===== config.mk =====
export PLATFORM = sky130hd
export DESIGN_NAME = tmdr_div
export DESIGN_NICKNAME = d
export VERILOG_FILES = /design/src/rtl/tmdr_pkg.sv /design/src/rtl/tmdr_div.sv
export SDC_FILE = /design/constraint.sdc
export NUM_CORES = 1
export LEC_CHECK = 0
export BUFFER_PORTS_ARGS = -buffer_cell sky130_fd_sc_hd__buf_2
export CORE_AREA = 5 5 201 203
export DETAILED_ROUTE_END_ITERATION = 8
export DIE_AREA = 0 0 206 208
export PLACE_DENSITY_LB_ADDON = 0.05
export REMOVE_ABC_BUFFERS = 1
export SLEW_MARGIN = 20
export SYNTH_ARGS = -nofsm -noshare
export SYNTH_HDL_FRONTEND = slang
export SYNTH_SLANG_ARGS = --single-unit

===== constraint.sdc =====
create_clock -name clk_i -period 4.9 [get_ports clk_i]
set_clock_uncertainty 0.2 [all_clocks]
set_input_delay 1.225 -clock clk_i [delete_from_list [all_inputs] [get_ports clk_i]]
set_output_delay 1.225 -clock clk_i [all_outputs]
set_load 0.1 [all_outputs]

===== src/rtl/tmdr_pkg.sv =====
`default_nettype none
package tmdr_pkg;

  localparam int unsigned MAX_W    = 1024;
  localparam int unsigned MAX_H    = 1024;
  localparam int unsigned SUB_BITS = 4;
  localparam int unsigned XW       = $clog2(MAX_W + 1);
  localparam int unsigned YW       = $clog2(MAX_H + 1);
  localparam int unsigned STORE_N  = MAX_W * MAX_H;
  localparam int unsigned AW       = $clog2(STORE_N);

  // depth divider: numerator 2N+d, denominator 2d, quotient clamped to 2^QLIM_EXP
  localparam int unsigned NUM_W    = 80;
  localparam int unsigned DEN_W    = 41;
  localparam int unsigned Q_W      = 42;
  localparam int unsigned QLIM_EXP = 40;

endpackage
`default_nettype wire


===== src/rtl/tmdr_div.sv =====
`default_nettype none
module tmdr_div (
  input  logic                               clk_i,
  input  logic                               rst_ni,
  input  logic                               start_i,
  input  logic signed [tmdr_pkg::NUM_W-1:0]  num_i,
  input  logic        [tmdr_pkg::DEN_W-1:0]  den_i,
  output logic                               done_o,
  output logic signed [tmdr_pkg::Q_W-1:0]    quot_o
);
  import tmdr_pkg::*;

  typedef enum logic [1:0] {D_IDLE, D_RUN, D_FIN} dstate_e;

  localparam int unsigned HI_W = NUM_W - Q_W;
  localparam int unsigned CW   = $clog2(Q_W + 1);

  dstate_e            state_q;
  logic [CW-1:0]      cnt_q;
  logic [DEN_W-1:0]   rem_q;
  logic [Q_W-1:0]     low_q;
  logic [Q_W-1:0]     q_q;
  logic               neg_q;
  logic               sat_q;
  logic               done_q;
  logic signed [Q_W-1:0] quot_q;

  logic [NUM_W-1:0]   mag;
  logic [HI_W-1:0]    hi;
  logic               sat_c;
  logic [DEN_W:0]     rem2;
  logic [DEN_W:0]     diff;
  logic               ge;
  logic [Q_W:0]       qa;
  logic [Q_W:0]       qc;

  always_comb begin
    mag   = num_i[NUM_W-1] ? NUM_W'(-num_i) : NUM_W'(num_i);
    hi    = mag[NUM_W-1:Q_W];
    sat_c = {{DEN_W{1'b0}}, hi} >= {{HI_W{1'b0}}, den_i};
    rem2  = {rem_q, low_q[Q_W-1]};
    diff  = rem2 - {1'b0, den_i};
    ge    = rem2 >= {1'b0, den_i};
    qa    = {1'b0, q_q} + (Q_W+1)'(neg_q && (rem_q != '0));
    qc    = (sat_q || qa > ((Q_W+1)'(1) << QLIM_EXP)) ? ((Q_W+1)'(1) << QLIM_EXP) : qa;
  end

  always_ff @(posedge clk_i or negedge rst_ni) begin
    if (!rst_ni) begin
      state_q <= D_IDLE;
      cnt_q   <= '0;
      done_q  <= 1'b0;
    end else begin
      done_q <= 1'b0;
      unique case (state_q)
        D_IDLE: begin
          if (start_i) begin
            state_q <= D_RUN;
            cnt_q   <= CW'(Q_W);
          end
        end
        D_RUN: begin
          cnt_q <= cnt_q - 1'b1;
          if (cnt_q == CW'(1)) state_q <= D_FIN;
        end
        D_FIN: begin
          done_q  <= 1'b1;
          state_q <= D_IDLE;
        end
        default: state_q <= D_IDLE;
      endcase
    end
  end

  always_ff @(posedge clk_i) begin
    if (state_q == D_IDLE && start_i) begin
      neg_q <= num_i[NUM_W-1];
      sat_q <= sat_c;
      rem_q <= DEN_W'(hi);
      low_q <= mag[Q_W-1:0];
      q_q   <= '0;
    end else if (state_q == D_RUN) begin
      rem_q <= ge ? diff[DEN_W-1:0] : rem2[DEN_W-1:0];
      q_q   <= {q_q[Q_W-2:0], ge};
      low_q <= {low_q[Q_W-2:0], 1'b0};
    end
    if (state_q == D_FIN) begin
      quot_q <= neg_q ? Q_W'(-qc) : Q_W'(qc);
    end
  end

  assign done_o = done_q;
  assign quot_o = quot_q;

endmodule
`default_nettype wire


# Word-level counts from Yosys, hierarchy flattened
# Index checks and enable logic that the tools add are counted.
# totals
regBits	178
input_bits	124
output_inout_bits	43
elab_cells	46
# classes
add_sub_neg	5
magnitude_cmp	3
eq_ne	5
muxes	14
reduce_logical	9
# op_table
operator	n
$mux 42	4
$mux 80	1
$neg 80->80	1
$mux 38	2
$add 42x1->43	1
$gt 43x41->1 const B	1
$ge 42x41->1	1
$neg 42->42	1
$ge 38x41->1	1
$mux 41	1
$reduce_bool 41->1	1
$sub 41x41->41	1
$pmux 6 s2	1
$eq 6x1->1 const B	1
$mux 6	1
$sub 6x1->6 const B	1
$mux 2	2
$ne 2x2->1 const B	2
$pmux 2 s2	1
$reduce_and 2->1	2
$reduce_bool 2->1	2
$eq 2x1->1 const B	1
$eq 2x2->1 const B	1
$logic_and 1x1->1	2
other kinds (3)	3

# Longest topological paths before layout
# Gate-level depths: netlist of the first run.
# logic_depth
word_depth	8
depth_mapped	24
depth_no_buf	22

# Worst setup path before layout of the first run
# OpenSTA, ideal clock, no wires.
# synth_timing
kind	input port to flip-flop
start	input num_i[20] (netlist bit)
end	register sat_q (data pin)
setup_time_ps	263
t_arrival_ps	5025
required_time_ps	4437
slack_ps	-588
cell_stages	18
path_buffers	0
path_cell_list	or4_1 nor4b_1 and3_1 nand4_1 or4b_2 o31ai_1 xnor2_1 ha_1 nor2b_1 o21a_1 o21ai_0 nand2b_1 a21oi_1 o21a_1 o21a_1 o21ai_0 a21oi_1 a21oi_1
# synth_between
elab_chain_cells	3
# synth_rtl
element	line_no	source
from (decl)	tmdr_div.sv:6	input logic signed [tmdr_pkg::NUM_W-1:0] num_i,
$neg 80->80	tmdr_div.sv:38	mag = num_i[NUM_W-1] ? NUM_W'(-num_i) : NUM_W'(num_i);
$mux 80	tmdr_div.sv:38	
$ge 38x41->1	tmdr_div.sv:40	sat_c = {{DEN_W{1'b0}}, hi} >= {{HI_W{1'b0}}, den_i};
via sat_c	tmdr_div.sv:30	logic sat_c;
to (signal assigned)	tmdr_div.sv:78	sat_q <= sat_c;
to (decl)	tmdr_div.sv:24	logic sat_q;
# The timed path passes the listed nets, and every way through them passes these cells.
# A chain may end at the register's enable or synchronous reset.

# Worst setup path in the final report of the first run
# layout_timing
start	register rem_q[34]
end	register quot_q[39], in the netlist quot_o[39] (data pin)
# layout_between
elab_chain_cells	8
# layout_rtl
element	line_no	source
from (decl)	tmdr_div.sv:20	logic [DEN_W-1:0] rem_q;
from (signal assigned)	tmdr_div.sv:79	rem_q <= DEN_W'(hi);
from (signal assigned)	tmdr_div.sv:83	rem_q <= ge ? diff[DEN_W-1:0] : rem2[DEN_W-1:0];
$reduce_bool 41->1 (*)	tmdr_div.sv:44	qa = {1'b0, q_q} + (Q_W+1)'(neg_q && (rem_q != '0));
$logic_and 1x1->1 (*)	tmdr_div.sv:44	
$add 42x1->43 (*)	tmdr_div.sv:44	
$gt 43x41->1	tmdr_div.sv:45	qc = (sat_q || qa > ((Q_W+1)'(1) << QLIM_EXP)) ? ((Q_W+1)'(1) << QLIM_EXP) : qa;
$logic_or 1x1->1	tmdr_div.sv:45	
$mux 42 (*)	tmdr_div.sv:45	
$neg 42->42	tmdr_div.sv:88	quot_q <= neg_q ? Q_W'(-qc) : Q_W'(qc);
$mux 42 (*)	tmdr_div.sv:88	
to (signal assigned)	tmdr_div.sv:88	
to (decl)	tmdr_div.sv:26	logic signed [Q_W-1:0] quot_q;
# Mark *: on every way between the ends. The rest lies on a longest branch, timed or not.

==> results of run 1 <==
-- placed cells by master, fill, tap and decap left out, types with 10 or more instances in the layout --
cell / instances
a31oi_1: 11
a211oi_1: 17
a21oi_1: 98
and3_1: 16
buf_2: 165
inv_1: 70
edfxtp_1: 124
nor4_1: 26
nand2b_1: 10
buf_4: 343
dfxtp_1: 45
o21ai_0: 134
clkbuf_16: 18
o21a_1: 18
a21o_1: 29
nor3_1: 34
and2_1: 14
nor2_1: 141
mux2i_1: 13
nand2_1: 171
o21ai_1: 16
xnor2_1: 93
a22o_1: 24
nor2_2: 10
o31ai_1: 33
or3_1: 13
nand4_1: 30
ha_1: 82
nand3_1: 33
xor2_1: 75
or2_2: 11
-- logic make-up after synthesis --
kind of cell	Yosys count	share of synthesized area (%)
compound gates	484	21.7
xor+xnor	173	10.6
fa+ha+maj	86	7.55
buf+inv	167	4.71
flops	178	33.8
mux	13	0.906
simple gates	604	20.8
-- final cells by class --
class	instances	area, sq um
inverters	75	283
well taps	518	648
clock buffers	22	473
clock inverters	10	73.8
multi-input cells	1360	9440
fillers	3801	18900
repair buffers	520	3580
flip-flops and latches	178	4850
-- where the power goes --
part,internal [W],leakage [nW],switching [W]
clock network,0.000696,0.270,0.000612
logic,0.00274,6.28,0.00317
registers,0.00243,1.76,0.000435
total,0.00587,8.31,0.00422
-- sequential cells by signal (all words and copies together), names as in the netlist --
register / flops
cnt_q: 6
low_q: 42
quot_o: 42
rem_q: 41
sat_q: 1
q_q: 42
state_q: 2
done_o: 1
neg_q: 1
-- through the flow --
step | util, % | cells | total power (W) | setup slack [ns]
2_1_floorplan | - | 1613 | 0.00641 | -1.57
3_3_place_gp | 47.0 | 2629 | 0.00842 | -1.13
3_5_place_dp | 47.0 | 2629 | 0.00848 | -1.25
4_1_cts | 49.6 | 2672 | 0.00999 | -0.441
5_1_grt | 50.5 | 2683 | 0.0110 | -0.601
6_report | 50.5 | 2683 | 0.0101 | -0.317
-- layer usage --
metal	vias up	wire, um
met2	249	21100
met4	2	1480
li1	7163	-
met5	-	11
met3	70	1520
met1	6538	19700
-- worst paths after layout --
kind / start / to / slack (ns) / cells after the start
max in group asynchronous: rst_ni / cnt_q[0] / 3.91 / 1
worst min-delay path: cnt_q[4] / cnt_q[4] / 0.28 / 1
worst min register to register: cnt_q[4] / cnt_q[4] / 0.28 / 1
worst max register to register: rem_q[34] / quot_o[39] / -0.32 / 25
min in group asynchronous: rst_ni / done_o / 0.42 / 1
worst max-delay path: rem_q[34] / quot_o[39] / -0.32 / 25
-- timing repair --
item	CTS	global route
pin swaps	43	40
gates resized for setup	82	55
buffers inserted	12	11
hold endpoints to repair	0	0
hold buffers	0	0
setup endpoints to repair	41	42
==> reports/qor.txt, run 1 <==
Slew margin rel. = 48.9%
Maximum vdd ir drop = 0.331 mV
Met3 Use GR = 3.04%
CP arrival = 5.21 ns
Min cycle time layout = 5.22 ns
Endpoints failing setup = 26
WP buf/inv = 9
FP Rows = 72
FFs w/ async S/R, synth = 5.06%
Unrepaired setup endpoints after global routing = true
CP Data Required Time = 4.89 ns
Largest net degree at the start of global routing = 74
Area Growth Syn to Fin = 34.8%
Critical Path Start Type = register
First-pass GRT wire length = 71300 um
Count of pins over their slew limit = 0
Critical path's slowest cell = edfxtp_1
Clk_lat worst skew = 0.45 ns
1st-iter DRT viols = 607
WS Path Type = register to register
Met1 usage = 25.8%
Post-Route WL = 43800 um
Synth top cells by count = nand2_1 (178), nor2_1 (154), o21ai_0 (150)
Initial Util = 37.5%
Hold Path Class = register to register
Status = complete, but fails checks
Total Die Area = 42800 sq um
H-tree depth = 4
Clock root cell = clkbuf_16
Synth top area share = 25.9%
CP endpoint kind = register
Tcrit/Tclk final = 106%
Synthesized flop and latch total = 178
Ant diodes = 0
Residual DRC = 0
MaxCap Viol Count = 0
Total CTS buffers = 17
Final ANT Viol Nets = 0
Mean area per synthesized cell = 8.42 sq um
Synth Flop Type = edfxtp_1
Tot GR Track Use = 20.2%
Top Usage Layer GRT = met2
Post-Syn Area = 14400 sq um
Critical Path Max Stage Delay = 0.44 ns
Via count = 14022
Worst hold-check slack = 0.283 ns
Final Instance Area = 19300 sq um
Vias in the first global route = 14164
Antenna violations before repair = 1
Pwr/cell area = 521 nW/um^2
Clk sinks = 178
Top cells by area, synth = edfxtp_1 (26%), ha_1 (7.4%), dfxtp_1 (6.3%)
Yosys warning total = 0
CP top delay family = simple AND/OR/NAND/NOR gates
Max Buffers Root-to-Sink = 2
Register area share after synthesis = 33.8%
PnR worst setup slack = -0.317 ns
Final Hold Vio Count = 0
TritonCTS clock tree = done
Cell taking the most area after synthesis = edfxtp_1
Vias/cell = 5.23
Failing checks = setup timing
Layout cells sized above 1 = 31.3%
Worst-path clk slew = 0.07 ns
Post-synthesis cell type count = 80
First-pass detailed-route iteration total = 5
Core area = 38300 sq um
Final HPWL DP = 35000 um
Post-synth EDFFs = 124
Slew @ Worst Pin = 0.757 ns
TNS Setup = -5.65 ns
Count leader, synth = nand2_1
Most used cell, CP = buf_4
Leak = 8.31 nW
Num ports = 167
Gate Count Post-Synth = 1705
Met2 usage = 34.4%
Die H = 208 um
Area of placed instances = 18000 sq um
GR Overflow Total = 0
Worst-path maximum fanout = 5
Width of the die = 206 um
GP Congestion = 0.863
Achievable frequency = 0.192 GHz
Routed len/inst = 16.3 um
NumNets Final = 2362
PortBufs = 166
Note: power is estimated with default switching activity, not from simulation.
==> inputs of run 2 (changes only) <==
Settings changed: SKIP_LAST_GASP set to 1.
==> reports/qor.txt, run 2 (synthesis gave the netlist of run 1 again) <==
Status = complete, but fails checks
Failing checks = setup timing
Met3 Use GR = 3.04%
Met2 usage = 34.5%
First-pass GRT wire length = 71200 um
Commonest non-fill, non-tap cell in the layout = buf_4
Num ports = 167
First-pass detailed-route iteration total = 5
Hold Path Class = register to register
Worst slack, placed = -1.25 ns
TritonCTS clock tree = done
Layout cells sized above 1 = 31.3%
Area Growth Syn to Fin = 34.7%
Critical path's slowest cell = edfxtp_1
Max Buffers Root-to-Sink = 2
Worst-path clk slew = 0.07 ns
Residual DRC = 0
Commonest non-fill, non-tap cells in the layout = buf_4 (346), nand2_1 (171), buf_2 (166)
Worst-path maximum fanout = 5
Final Hold Vio Count = 0
Most used cell, CP = buf_4
Clock root cell = clkbuf_16
Maximum vdd ir drop = 0.331 mV
Fill count = 3801
Total CTS buffers = 17
Core area = 38300 sq um
Vias in the first global route = 14144
Met1 usage = 25.7%
Final HPWL DP = 35000 um
Hold-fix buffer count after cts = 0
GR Overflow Total = 0
Via count = 14054
CP endpoint kind = register
Slew @ Worst Pin = 0.771 ns
Endpoints failing setup = 26
CP Data Required Time = 4.90 ns
Ant diodes = 0
Achievable frequency = 0.192 GHz
Total power = 0.0101 W
1st-iter DRT viols = 697
Initial Util = 37.5%
Top Usage Layer GRT = met2
FF/Latch Area = 4850 sq um
Width of the die = 206 um
Final ANT Viol Nets = 0
H-tree depth = 4
Critical Path Max Stage Delay = 0.44 ns
Multi-input logic area = 9420 sq um
Unrepaired setup endpoints after global routing = true
Vias/cell = 5.23
FP Rows = 72
Leak = 8.30 nW
NumNets Final = 2365
WS Path Type = register to register
Pwr/cell area = 521 nW/um^2
MaxCap Viol Count = 0
PortBufs = 166
Count of pins over their slew limit = 0
Critical Path Start Type = register
Clk_lat worst skew = 0.45 ns
Min cycle time layout = 5.21 ns
Routed len/inst = 16.3 um
Post-Route WL = 43800 um
Antenna violations before repair = 1
Total Die Area = 42800 sq um
PnR worst setup slack = -0.312 ns
Clk sinks = 178
Largest net degree at the start of global routing = 74
Slew margin rel. = 48.6%
Die H = 208 um
Tcrit/Tclk final = 106%
Tot GR Track Use = 20.2%
CP arrival = 5.21 ns
GP Congestion = 0.863
[run 2: critical path, delay by kind of cell (launching register included)]
kind | cells | cell delay [ns]
AO/OA/AOI/OAI | 5 | 1.11
XOR/XNOR | 1 | 0.14
adder cells (fa/ha/maj) | 2 | 0.40
buffers and inverters | 9 | 1.22
flip-flops | 1 | 0.44
AND/OR/NAND/NOR | 8 | 1.43
[run 2: routing by layer]
layer	vias to the layer above	wire length, um
li1	7166	-
met3	66	1580
met1	6562	19700
met2	258	21100
met4	2	1420
met5	-	11
[run 2: layout make-up]
cell class | count | share of cell area (%)
clock buffer | 22 | 2.45
clock inverter | 10 | 0.382
inverter | 75 | 1.46
multi-input combinational | 1360 | 48.7
sequential | 178 | 25.1
tap | 518 | 3.35
timing repair buffer | 523 | 18.6
[run 2: path summary, 6_finish.rpt]
kind	from	end	slack (ns)	cells past startpoint
setup / recovery	rem_q[34]	quot_o[39]	-0.31	25
hold / removal	cnt_q[4]	cnt_q[4]	0.28	1
setup reg to reg	rem_q[34]	quot_o[39]	-0.31	25
hold reg to reg	cnt_q[4]	cnt_q[4]	0.28	1
max in group asynchronous	rst_ni	cnt_q[0]	3.91	1
min in group asynchronous	rst_ni	done_o	0.42	1
[run 2: timing repair]
item                                    4_1_cts  5_1_grt
endpoints found under the setup margin       41       42
resized for setup                            76       55
pin swaps                                    43       42
setup buffers                                12       14
endpoints found under the hold margin         0        0
[run 2: through the flow]
step	TNS, ns	hold slack, ns	area (sq um)	std cells	util (%)
2_1_floorplan	-90.64	0.247	14000	1613	-
3_3_place_gp	-22.58	0.270	18000	2629	47.0
3_5_place_dp	-22.46	0.279	18000	2629	47.0
4_1_cts	-9.15	0.285	18900	2672	49.5
5_1_grt	-13.69	0.307	19300	2686	50.5
6_report	-5.71	0.283	19300	2686	50.5
[run 2: report_power, final]
part | total, W | switching (W) | internal [W]
Combinational | 0.00592 | 0.00317 | 0.00275
Sequential | 0.00286 | 0.000435 | 0.00243
Clock | 0.00131 | 0.000611 | 0.000696
Total | 0.0101 | 0.00422 | 0.00587
==> inputs of run 3 (changes only) <==
==> constraint.sdc (replaced) <==
create_clock -name clk_i -period 5.1 [get_ports clk_i]
set_clock_uncertainty 0.2 [all_clocks]
set_input_delay 1.275 -clock clk_i [delete_from_list [all_inputs] [get_ports clk_i]]
set_output_delay 1.275 -clock clk_i [all_outputs]
set_load 0.01 [all_outputs]
==> reports/qor.txt, run 3 (synthesis gave the netlist of run 1 again) <==
Comb power frac = 57.2%
Total Die Area = 42800 sq um
Max Buffers Root-to-Sink = 2
Routed len/inst = 16.7 um
Final ANT Viol Nets = 0
Worst-path clk slew = 0.08 ns
Initial Util = 37.5%
Commonest non-fill, non-tap cells in the layout = buf_4 (321), nand2_1 (170), buf_2 (165)
First-pass GRT wire length = 70300 um
TNS Setup = -2.36 ns
PnR worst setup slack = -0.205 ns
Slew margin rel. = 40.2%
Critical Path Start Type = register
Count of pins over their slew limit = 0
Hold-fix buffer count after cts = 0
NumNets Final = 2340
First-pass detailed-route iteration total = 5
Clk sinks = 178
Antenna violations before repair = 2
Leak = 8.26 nW
Worst-path maximum fanout = 7
Worst hold-check slack = 0.278 ns
Endpoints failing setup = 21
H-tree depth = 4
Clk_lat worst skew = 0.45 ns
Slew @ Worst Pin = 0.896 ns
Ant diodes = 0
Area Growth Syn to Fin = 34.3%
Status = complete, but fails checks
Tcrit/Tclk final = 104%
Reg2Reg Setup Slack = -0.20 ns
Final HPWL DP = 34800 um
Fin util = 50.4%
Total CTS buffers = 17
Residual DRC = 0
1st-iter DRT viols = 594
GR Overflow Total = 0
Critical Path Max Stage Delay = 0.59 ns
Hold Path Class = register to register
Reg power frac = 28.6%
Via count = 14036
CP arrival = 5.30 ns
Unrepaired setup endpoints after global routing = true
MaxCap Viol Count = 0
Cell Count Post-Placement = 2600
Pwr/cell area = 505 nW/um^2
Crit-path cells = nor4_2 -> nand4_1 -> nor2_2 -> a41oi_2 -> ha_2 -> buf_6 -> nand4_4 -> or4_4 -> buf_6 -> nor4_4 -> a31oi_1 -> or4_4 -> o41ai_4 -> buf_4 -> and2_4 -> inv_2 -> ha_4 -> nand3_4 -> nor2_4 -> nand4b_1 -> buf_4 -> nand2_2 -> nor3_2 -> a21oi_1
Width of the die = 206 um
Failing checks = setup timing
Vias in the first global route = 13878
Tot GR Track Use = 20.1%
Core area = 38300 sq um
GP Congestion = 0.856
CP Data Required Time = 5.10 ns
Min cycle time layout = 5.30 ns
Layout Cells excl Fill = 2661
Power Internal = 0.00566 W
Critical path's slowest cell = or4_4
Post-Route WL = 44400 um
Die H = 208 um
Final Hold Vio Count = 0
Vias/cell = 5.27
Switching power = 0.00409 W
Maximum vdd ir drop = 0.294 mV
Num ports = 167
CP endpoint kind = register
Fill count = 3767
Achievable frequency = 0.189 GHz
PortBufs = 166
Commonest non-fill, non-tap cell in the layout = buf_4
Switching Fraction = 41.9%
FP Rows = 72
Largest net degree at the start of global routing = 102
WS Path Type = register to register
Layout cells sized above 1 = 30.5%
TritonCTS clock tree = done
Clock power share = 14.2%
Clock root cell = clkbuf_16
## run 3: cell types whose count changed in the layout (fill, tap and decap cells not counted), sizes merged
cell,before,now
clkbuf,22,21
clkinv,5,6
clkinvlp,2,0
buf,523,498
inv,78,80
## run 3: cell type report
cell class                 instances  area (sq um)  share of cell area [%]
timing repair buffer             498          3420                    17.7
clock buffer                      21           514                    2.67
sequential                       178          4850                    25.1
multi-input combinational       1360          9470                    49.1
tap                              518           648                    3.36
inverter                          75           283                    1.47
clock inverter                    11           100                   0.519
## run 3: through the flow
stage | power (W) | area (sq um) | worst slack, ns
global placement | 0.00799 | 17800 | -0.858
CTS | 0.00964 | 18800 | -0.282
finish | 0.00974 | 19300 | -0.205
detailed placement | 0.00805 | 17800 | -1.02
floorplan | 0.00615 | 14000 | -1.42
global route | 0.0106 | 19300 | -0.406
## run 3: power by group through the flow
| stage | logic, W | registers (W) | clock network (W) |
|---|---|---|---|
| floorplan | 0.00340 | 0.00274 | 0 |
| global placement | 0.00522 | 0.00277 | 0 |
| detailed placement | 0.00528 | 0.00278 | 0 |
| CTS | 0.00545 | 0.00276 | 0.00143 |
| global route | 0.00623 | 0.00285 | 0.00149 |
| finish | 0.00557 | 0.00279 | 0.00138 |
## run 3: worst paths after layout
check,from,depth (start not counted),endpoint
min in group asynchronous,rst_ni,1,cnt_q[3]
worst min-delay path,cnt_q[4],1,cnt_q[4]
worst max register to register,rem_q[20],24,quot_o[26]
max in group asynchronous,rst_ni,1,state_q[1]
worst max-delay path,rem_q[20],24,quot_o[26]
worst min register to register,cnt_q[4],1,cnt_q[4]
## run 3: what timing repair did
action,4_1_cts,5_1_grt
resized for setup,77,62
pin swaps,31,32
endpoints found under the setup margin,23,37
buffers inserted,16,13
## run 3: layer usage
metal	track usage (%)	vias to the layer above	share of wire (%)
met2	34.5	236	49
li1	-	7108	-
met5	0	-	0.059
met4	6.84	4	2.7
met3	2.96	54	3.3
met1	25.9	6634	45
## run 3: critical path, delay by kind of cell, from the launching register on
kind                     cells  cell delay, ns
AO/OA/AOI/OAI                4            0.71
adder cells (fa/ha/maj)      2            0.43
buffers and inverters        5            0.64
flip-flops                   1            0.45
AND/OR/NAND/NOR             13            2.59
